### src/hdl/quadratic_interp_resampler_defines.svh
// ----------------------------------------------------------------------------
// Quadratic interpolation resampler - assertion macros
// Shared assertion helpers; empty when SYNTHESIS is defined.
// ----------------------------------------------------------------------------
`ifndef QUADRATIC_INTERP_RESAMPLER_DEFINES_SVH
`define QUADRATIC_INTERP_RESAMPLER_DEFINES_SVH

`ifndef SYNTHESIS
`define QIR_ASSERT(name, expr) \
    name: assert property (@(posedge clk) disable iff (!rst_n) (expr)) \
        else $error("assertion failed");
`define QIR_ASSERT_NEXT(name, ante, cons) \
    name: assert property (@(posedge clk) disable iff (!rst_n) (ante) |=> (cons)) \
        else $error("assertion failed");
`else
`define QIR_ASSERT(name, expr)
`define QIR_ASSERT_NEXT(name, ante, cons)
`endif

`endif

### src/hdl/qir_pkg.sv
// ----------------------------------------------------------------------------
// Quadratic interpolation resampler - package
// Field widths, register indexes and default sizes.
// ----------------------------------------------------------------------------
package qir_pkg;

    localparam int SAMPLE_W       = 16;
    localparam int STEP_W         = 20;
    localparam int OUT_COUNT_W    = 24;
    localparam int CFG_IDX_W      = 1;
    localparam int CFG_DATA_W     = 24;
    localparam int MAX_RESULTS    = 16;
    localparam int RES_CNT_W      = 5;
    localparam int FRAC_BITS_DEF  = 16;
    localparam int COUNT_BITS_DEF = 24;
    localparam int SAMPLE_MAX     = 32767;
    localparam int SAMPLE_MIN     = -32768;

    localparam logic [STEP_W-1:0] STEP_RESET = 20'd65536;

    localparam logic [CFG_IDX_W-1:0] REG_STEP      = 1'd0;
    localparam logic [CFG_IDX_W-1:0] REG_OUT_COUNT = 1'd1;

endpackage

### src/hdl/qir_mul.sv
// ----------------------------------------------------------------------------
// Quadratic interpolation resampler - shared multiplier
// Signed multiply with a registered product.
// ----------------------------------------------------------------------------
module qir_mul #(
    parameter int A_W = 18,
    parameter int B_W = 20
) (
    input  logic                       clk,
    input  logic signed [A_W-1:0]      a,
    input  logic signed [B_W-1:0]      b,
    output logic signed [A_W+B_W-1:0]  product
);

    logic signed [A_W+B_W-1:0] product_reg;

    always_ff @(posedge clk)
    begin
        product_reg <= a * b;
    end

    assign product = product_reg;

endmodule

### src/hdl/quadratic_interp_resampler.sv
// ----------------------------------------------------------------------------
// Quadratic interpolation resampler - top level
// Mono 16-bit rate converter fitting a quadratic through three samples.
// ----------------------------------------------------------------------------
//  channel   dir  signals                        contents
//  s_axis    in   tvalid/tready/tdata/tlast      tdata = sample_in, tlast = end_of_stream
//  m_axis    out  tvalid/tready/tdata/tlast      tdata = sample_out, tlast = last_of_run
//  cfg       in   cfg_we/cfg_index/cfg_wdata     0 = step, 1 = out_count
//
//  An item yields n results, n = 0..16. Each result takes a window check,
//  three passes through the one shared multiplier, a combine step and a
//  saturate/load step. Output stalls hold the sequencer at the load step;
//  s_axis_tready is low while an item is in work. Reset clears the stream
//  state at once.
// ----------------------------------------------------------------------------
`include "quadratic_interp_resampler_defines.svh"

module quadratic_interp_resampler #(
    parameter int FRAC_BITS  = qir_pkg::FRAC_BITS_DEF,
    parameter int COUNT_BITS = qir_pkg::COUNT_BITS_DEF
) (
    input  logic                             clk,
    input  logic                             rst_n,
    input  logic                             s_axis_tvalid,
    output logic                             s_axis_tready,
    input  logic [qir_pkg::SAMPLE_W-1:0]     s_axis_tdata,   // [15:0] sample_in
    input  logic                             s_axis_tlast,
    output logic                             m_axis_tvalid,
    input  logic                             m_axis_tready,
    output logic [qir_pkg::SAMPLE_W-1:0]     m_axis_tdata,   // [15:0] sample_out
    output logic                             m_axis_tlast,
    input  logic                             cfg_we,
    input  logic [qir_pkg::CFG_IDX_W-1:0]    cfg_index,
    input  logic [qir_pkg::CFG_DATA_W-1:0]   cfg_wdata
);

    localparam int F      = FRAC_BITS;
    localparam int C      = COUNT_BITS;
    localparam int SW     = qir_pkg::SAMPLE_W;
    localparam int POS_W  = C + F;
    localparam int PA_W   = F + 2;
    localparam int BW     = (F + 1 > 20) ? F + 1 : 20;
    localparam int PW     = PA_W + BW;
    localparam int MW     = PW + 1;
    localparam int KW     = C + 2;
    localparam int LIM_W  = (C > qir_pkg::OUT_COUNT_W) ? C : qir_pkg::OUT_COUNT_W;
    localparam int YW     = BW + 4;
    localparam int NW     = qir_pkg::RES_CNT_W;

    localparam logic signed [YW-1:0] Y_MAX = YW'(qir_pkg::SAMPLE_MAX);
    localparam logic signed [YW-1:0] Y_MIN = YW'(qir_pkg::SAMPLE_MIN);

    typedef enum logic [2:0] {
        ST_IDLE,
        ST_CHECK,
        ST_MUL_E,
        ST_MUL_H,
        ST_MUL_L,
        ST_COMB,
        ST_OUT
    } state_t;

    state_t                        state_reg;
    logic signed [SW-1:0]          win_reg [3];
    logic [C-1:0]                  seen_reg;
    logic [POS_W-1:0]              pos_reg;
    logic [C-1:0]                  done_reg;
    logic [NW-1:0]                 n_reg;
    logic                          eos_reg;
    logic [qir_pkg::STEP_W-1:0]    step_reg;
    logic [qir_pkg::OUT_COUNT_W-1:0] out_count_reg;
    logic                          out_valid_reg;
    logic [SW-1:0]                 out_data_reg;
    logic                          out_last_reg;

    logic signed [SW-1:0]          s1_reg;
    logic signed [BW-1:0]          d_reg;
    logic signed [BW-1:0]          e_reg;
    logic [F:0]                    p_reg;
    logic [F-1:0]                  al_reg;
    logic signed [PW-1:0]          h_reg;
    logic signed [MW-1:0]          m_reg;
    logic                          rem_reg;

    // position / window selection
    logic [C-1:0]                  ip;
    logic [C-1:0]                  base;
    logic [KW-1:0]                 k;
    logic [KW-1:0]                 kj [3];
    logic [1:0]                    rel [3];
    logic signed [SW-1:0]          sel [3];
    logic signed [BW-1:0]          s1x;
    logic signed [BW-1:0]          s2x;
    logic signed [BW-1:0]          s3x;
    logic signed [BW-1:0]          d_next;
    logic signed [BW-1:0]          e_next;
    logic [F:0]                    p_next;
    logic [LIM_W-1:0]              oc_ext;
    logic [LIM_W-1:0]              cmax;
    logic [LIM_W-1:0]              lim;
    logic                          room;
    logic                          window_short;
    logic                          go;
    logic [C-1:0]                  seen_next;
    logic [POS_W:0]                pos_sum;
    logic [POS_W-1:0]              pos_next;

    // shared multiplier
    logic signed [PA_W-1:0]        mul_a;
    logic signed [BW-1:0]          mul_b;
    logic signed [PW-1:0]          mul_prod;
    logic signed [BW-1:0]          ah;

    // combine / saturate
    logic signed [MW-1:0]          m_next;
    logic signed [YW-1:0]          f_val;
    logic                          rem_all;
    logic signed [YW-1:0]          y0;
    logic signed [YW-1:0]          y1;
    logic [SW-1:0]                 y_sat;
    logic                          out_free;

    always_comb
    begin
        ip   = pos_reg[POS_W-1:F];
        base = (ip == '0) ? '0 : ip - C'(1);
        k    = {2'b00, base} + KW'(3) - {2'b00, seen_reg};
        for (int j = 0; j < 3; j++)
        begin
            kj[j] = k + KW'(j);
            if (kj[j][KW-1])
                rel[j] = 2'd0;
            else if (kj[j] >= KW'(2))
                rel[j] = 2'd2;
            else
                rel[j] = kj[j][1:0];
            sel[j] = win_reg[rel[j]];
        end
        s1x    = BW'(sel[0]);
        s2x    = BW'(sel[1]);
        s3x    = BW'(sel[2]);
        d_next = (s2x <<< 2) - s1x - (s1x <<< 1) - s3x;
        e_next = s1x - (s2x <<< 1) + s3x;
        p_next = {ip != '0, pos_reg[F-1:0]};

        oc_ext = LIM_W'(out_count_reg);
        cmax   = LIM_W'({C{1'b1}});
        lim    = (oc_ext < cmax) ? oc_ext : cmax;
        room   = LIM_W'(done_reg) < lim;
        window_short = !k[KW-1] && (k != '0);
        go = (n_reg < NW'(qir_pkg::MAX_RESULTS)) && room && (eos_reg || !window_short);

        seen_next = (seen_reg == {C{1'b1}}) ? seen_reg : seen_reg + C'(1);
        pos_sum   = {1'b0, pos_reg} + (POS_W + 1)'(step_reg);
        pos_next  = pos_sum[POS_W] ? {POS_W{1'b1}} : pos_sum[POS_W-1:0];
    end

    assign ah    = BW'(mul_prod >>> F);
    assign mul_a = $signed({1'b0, p_reg});

    always_comb
    begin
        case (state_reg)
            ST_MUL_E: mul_b = e_reg;
            ST_MUL_H: mul_b = d_reg + ah;
            ST_MUL_L: mul_b = BW'(al_reg);
            default:  mul_b = e_reg;
        endcase
    end

    qir_mul #(
        .A_W (PA_W),
        .B_W (BW)
    ) u_mul (
        .clk     (clk),
        .a       (mul_a),
        .b       (mul_b),
        .product (mul_prod)
    );

    always_comb
    begin
        m_next  = MW'(h_reg) + MW'(mul_prod >>> F);
        f_val   = YW'(m_reg >>> (F + 1));
        rem_all = rem_reg || (m_reg[F:0] != '0);
        y0      = YW'(s1_reg) + f_val;
        y1      = (rem_all && y0[YW-1]) ? y0 + YW'(1) : y0;
        if (y1 > Y_MAX)
            y_sat = SW'(Y_MAX);
        else if (y1 < Y_MIN)
            y_sat = SW'(Y_MIN);
        else
            y_sat = SW'(y1);
        out_free = !out_valid_reg || m_axis_tready;
    end

    // datapath holding registers
    always_ff @(posedge clk)
    begin
        case (state_reg)
            ST_CHECK:
            begin
                s1_reg <= sel[0];
                d_reg  <= d_next;
                e_reg  <= e_next;
                p_reg  <= p_next;
            end
            ST_MUL_H: al_reg <= mul_prod[F-1:0];
            ST_MUL_L: h_reg  <= mul_prod;
            ST_COMB:
            begin
                m_reg   <= m_next;
                rem_reg <= mul_prod[F-1:0] != '0;
            end
            default:
            begin
            end
        endcase
    end

    always_ff @(posedge clk or negedge rst_n)
    begin
        if (!rst_n)
        begin
            state_reg     <= ST_IDLE;
            for (int j = 0; j < 3; j++)
                win_reg[j] <= '0;
            seen_reg      <= '0;
            pos_reg       <= '0;
            done_reg      <= '0;
            n_reg         <= '0;
            eos_reg       <= 1'b0;
            step_reg      <= qir_pkg::STEP_RESET;
            out_count_reg <= '0;
            out_valid_reg <= 1'b0;
            out_data_reg  <= '0;
            out_last_reg  <= 1'b0;
        end
        else
        begin
            if (cfg_we)
            begin
                case (cfg_index)
                    qir_pkg::REG_STEP:      step_reg      <= cfg_wdata[qir_pkg::STEP_W-1:0];
                    qir_pkg::REG_OUT_COUNT: out_count_reg <= cfg_wdata;
                    default:
                    begin
                    end
                endcase
            end
            if (state_reg == ST_OUT && out_free)
                out_valid_reg <= 1'b1;
            else if (m_axis_tready)
                out_valid_reg <= 1'b0;
            case (state_reg)
                ST_IDLE:
                begin
                    if (s_axis_tvalid)
                    begin
                        win_reg[0] <= win_reg[1];
                        win_reg[1] <= win_reg[2];
                        win_reg[2] <= s_axis_tdata;
                        seen_reg   <= seen_next;
                        eos_reg    <= s_axis_tlast;
                        n_reg      <= '0;
                        state_reg  <= ST_CHECK;
                    end
                end
                ST_CHECK:
                begin
                    if (go)
                    begin
                        done_reg  <= done_reg + C'(1);
                        pos_reg   <= pos_next;
                        n_reg     <= n_reg + NW'(1);
                        state_reg <= ST_MUL_E;
                    end
                    else
                    begin
                        if (eos_reg)
                        begin
                            for (int j = 0; j < 3; j++)
                                win_reg[j] <= '0;
                            seen_reg <= '0;
                            pos_reg  <= '0;
                            done_reg <= '0;
                        end
                        state_reg <= ST_IDLE;
                    end
                end
                ST_MUL_E: state_reg <= ST_MUL_H;
                ST_MUL_H: state_reg <= ST_MUL_L;
                ST_MUL_L: state_reg <= ST_COMB;
                ST_COMB:  state_reg <= ST_OUT;
                ST_OUT:
                begin
                    if (out_free)
                    begin
                        out_data_reg  <= y_sat;
                        out_last_reg  <= !go;
                        state_reg     <= ST_CHECK;
                    end
                end
                default: state_reg <= ST_IDLE;
            endcase
        end
    end

    assign s_axis_tready = (state_reg == ST_IDLE);
    assign m_axis_tvalid = out_valid_reg;
    assign m_axis_tdata  = out_data_reg;
    assign m_axis_tlast  = out_last_reg;

    `QIR_ASSERT(a_result_cap, n_reg <= NW'(qir_pkg::MAX_RESULTS))
    `QIR_ASSERT_NEXT(a_accept_starts_check, s_axis_tvalid && s_axis_tready, state_reg == ST_CHECK)
    `QIR_ASSERT_NEXT(a_load_shows_item, state_reg == ST_OUT && out_free, m_axis_tvalid)

endmodule
### config.mk
export PLATFORM = sky130hd
export DESIGN_NAME = quadratic_interp_resampler
export DESIGN_NICKNAME = d
export VERILOG_FILES = /design/src/hdl/qir_pkg.sv /design/src/hdl/qir_mul.sv /design/src/hdl/quadratic_interp_resampler.sv
export VERILOG_INCLUDE_DIRS = /design/src /design/src/hdl
export SDC_FILE = /design/constraint.sdc
export NUM_CORES = 2
export LEC_CHECK = 0
export BUFFER_PORTS_ARGS = -buffer_cell sky130_fd_sc_hd__buf_2
export CAP_MARGIN = 20
export CORE_MARGIN = 5
export CORE_UTILIZATION = 34
export CTS_CLUSTER_SIZE = 20
export DETAILED_ROUTE_END_ITERATION = 8
export PLACE_DENSITY = 0.58
export SLEW_MARGIN = 10
export SYNTH_ARGS = -nofsm -noshare
export SYNTH_HDL_FRONTEND = slang
export SYNTH_SLANG_ARGS = --single-unit
### constraint.sdc
create_clock -name clk -period 21.7 [get_ports clk]
set_input_delay 6.51 -clock clk [delete_from_list [all_inputs] [get_ports clk]]
set_output_delay 6.51 -clock clk [all_outputs]
set_load 0.1 [all_outputs]
==> impl_metrics.csv <==
group,metric,value,unit
setup_path,rr_worst_depth,36,
sta,final_max_slew_viol_count,0,
final_layout,synthToLayoutAreaGrowth,9.16,%
global_route,grt.total_usage,16.4,%
synthesis,synth_top_family_by_area,"adder cells",
routing,avgRoutedWirePerCell,17.2,microns
placed_design,placed_area,43000,sq um
routing,drc_errors,0,
synthesis,muxShareOfSynthArea,3.34,%
setup_path,max_stage_delay,0.70,ns
global_route,grt_max_degree,97,
sta,rsz0062_at_grt,"false",
final_layout,design_area,44700,sq um
synthesis,synth_area,40900,sq um
synthesis,synthFlopType,"dfrtp_1",
sta,fin_crit_sh,53.6,%
placed_design,dpl.hpwl,79900,microns
placed_design,gp_congestion,0.852,
synthesis,yosysUniqueCellTypes,99,
job,maxCapViolCount,0,
routing,num_vias,31200,
setup_path,end_kind,"flip-flop",
routing,via_per_inst,5.12,
global_route,antenna_found_initial,8,
clocking,cts_root_buf,"clkbuf_16",
setup_path,crit_path_max_fanout,24,
sta,finalClockSkew,0.0342,ns
synthesis,syn_inst,4443,
final_layout,nFillCells,12200,
clocking,path_clk_slew,0.06,ns
setup_path,worstSetupStartpointType,"flip-flop",
setup_path,cpMostUsedCell,"a21oi_1",
sta,finalSetupTns,0,ns
routing,drtIter0Drc,2081,
sta,hold_violations,0,
hold_path,hp-class,"flip-flop to flip-flop",
setup_path,crit_cells,36,
floorplanning,die_area,127000,sq um
hold_path,whs_path_depth,2,
synthesis,synth.yosys.seq_area_share,26.6,%
synthesis,ys_ff_latch,410,
sta,max_freq,86.0,MHz
clocking,post_cts_buffers,0,
setup_path,cp.required,22.05,ns
clocking,cts_hold_buffers,0,
clocking,cts_buffers,47,
setup_path,crit_type,"flip-flop to flip-flop",
synthesis,synth_edf_count,165,
outcome,outcome,"finished clean",
clocking,cts_max_path_buffers,3,
synthesis,synthSimpleGateAreaFrac,16.8,%
synthesis,synth_xor_area_share,4.73,%
floorplanning,die_x,357,microns
clocking,h-tree-depth,2,
clocking,tritoncts,"done",
sta,tightest_slew,1.11,ns
floorplanning,core_area,120000,sq um
synthesis,synth_fp_nets,5198,
sta,slew_headroom,26.1,%
final_layout,drive_above_1_share,7.12,%
routing,ant_nets,0,
clocking,cts_sinks,410,
synthesis,synth_warnings,0,
setup_path,path_delay_family,"compound AO/OA/AOI/OAI gates",
clocking,clk_latency,0.62,ns
routing,drtPass1Iterations,6,
synthesis,synth-adder-area-share,28.8,%
sta,min_period,11.62,ns
final_layout,largest_register_ff_count,48,
synthesis,synthArstFlopShare,50.5,%
global_route,grt_pass1_wl,169000,microns
clocking,cts_resized,0,
floorplanning,rows,127,
setup_path,cp_num_buf_inv,1,
final_layout,final_nets,5196,
synthesis,synth_compound_area_share,12.8,%
floorplanning,pin_count,66,
synthesis,avgSynthCellArea,9.21,sq um
global_route,grt_pass1_vias,31200,
floorplanning,dieHeight,357,microns
floorplanning,start_util,34.2,%
setup_path,arrival,11.97,ns
setup_path,slowest_stage,"and4_1",
sta,timing.final.setup_violations,0,
routing,drt_wl_total,105000,microns
placed_design,placement.io_buffers,65,
global_route,grt-ovfl-total,0,
-- cell usage after synthesis, types with 22 or more instances --
library cell / number / share of area [%]
a211oi_1: 28 / 0.51
a21o_1: 64 / 1.2
a21oi_1: 187 / 2.3
a31oi_1: 42 / 0.64
and2_1: 169 / 2.6
and3_1: 50 / 0.76
clkbuf_1: 146 / 1.3
dfrtp_1: 206 / 13
dfxtp_1: 38 / 1.9
edfxtp_1: 165 / 12
fa_1: 392 / 19
ha_1: 316 / 9.7
inv_1: 581 / 5.3
mux2_2: 69 / 1.9
mux2i_1: 55 / 1.3
nand2_1: 516 / 4.7
nand2b_1: 41 / 0.63
nand3_1: 87 / 1.1
nand4_1: 31 / 0.47
nor2_1: 270 / 2.5
nor2b_1: 28 / 0.43
nor3_1: 77 / 0.94
nor4_1: 35 / 0.54
o21a_1: 33 / 0.61
o21ai_0: 231 / 2.8
o21bai_1: 26 / 0.48
or2_2: 22 / 0.34
or3_1: 25 / 0.38
xnor2_1: 166 / 3.6
xor2_1: 55 / 1.2
-- through the flow --
stage	worst slack (ns)	std cells	hold slack [ns]	util, %
detailed placement	10.12	6001	0.467	35.9
global placement	10.28	6001	0.457	35.9
global route	9.21	6093	0.482	37.3
floorplan	11.56	4443	0.412	-
CTS	10.12	6089	0.481	37.3
finish	10.08	6095	0.473	37.3
-- kinds of logic (layout without fill, tap and decap cells) --
kind of cell	Yosys count	count (layout)
other	0	3
flip-flops	410	410
AND/OR/NAND/NOR	1417	1417
AO/OA/AOI/OAI	813	813
buffers and inverters	748	785
multiplexers	126	126
adder cells (fa/ha/maj)	708	708
XOR/XNOR	221	221
-- worst paths after layout --
| kind | start | endpoint | slack (ns) |
|---|---|---|---|
| setup / recovery | pos_reg[20] | d_reg[17] | 10.08 |
| min in group asynchronous | rst_n | oc_ext[3] | 5.90 |
| setup reg to reg | pos_reg[20] | d_reg[17] | 10.08 |
| hold / removal | m_axis_tdata[15] | m_axis_tdata[15] | 0.47 |
| hold reg to reg | m_axis_tdata[15] | m_axis_tdata[15] | 0.47 |
| max in group asynchronous | rst_n | win_reg[5] | 13.55 |
-- routing by layer --
metal | track usage (%) | share of wire [%] | vias to the layer above
met1 | 22.4 | 45 | 15400
met4 | 3.65 | 2.2 | 0
met3 | 2.12 | 4.6 | 141
met5 | 0 | 0 | -
met2 | 27.7 | 48 | 634
li1 | - | - | 15000
-- cell usage in the layout, fill, tap and decap left out, types with 13 or more instances in the layout --
cell	n
a211oi_1	28
nor3_1	77
nor2_1	268
mux2i_1	55
or3_1	25
and2_1	169
a21o_1	64
o21bai_1	26
a21boi_0	14
buf_4	45
buf_2	64
a31oi_1	41
inv_1	580
a22oi_1	15
nand4_1	31
nor4_1	35
ha_1	316
xor2_1	55
nor2b_1	27
o21ai_0	231
clkbuf_1	17
nand2_1	515
nand2b_1	41
xnor2_1	166
clkbuf_16	48
dfrtp_1	206
a21oi_1	186
a31o_2	13
or4_1	16
o21a_1	33
or2_2	22
mux2_2	69
fa_1	392
and3_1	50
dfxtp_1	38
o31ai_1	16
edfxtp_1	165
o211ai_1	16
nand3_1	87
-- layout make-up --
cell class | count | area, sq um | share of cell area (%)
Antenna cell | 3 | 7.51 | 0.0168
Inverter | 584 | 2190 | 4.91
Clock buffer | 70 | 1330 | 2.99
Sequential cell | 410 | 10900 | 24.4
Timing Repair Buffer | 113 | 701 | 1.57
Tap cell | 1612 | 2020 | 4.52
Clock inverter | 18 | 289 | 0.647
Multi-Input combinational cell | 3285 | 27200 | 61.0
-- worst reg2reg max path, delay by kind of cell (launching register included) --
kind / cells / cell delay (ns)
XOR/XNOR: 1 / 0.17
buffers and inverters: 1 / 0.07
flip-flops: 1 / 0.49
adder cells (fa/ha/maj): 5 / 2.34
multiplexers: 1 / 0.23
AO/OA/AOI/OAI: 16 / 4.31
AND/OR/NAND/NOR: 12 / 3.76
Power is left out: the tool's default activity adds up to more than one toggle a clock period on the data nets, which glitch-free logic cannot reach.
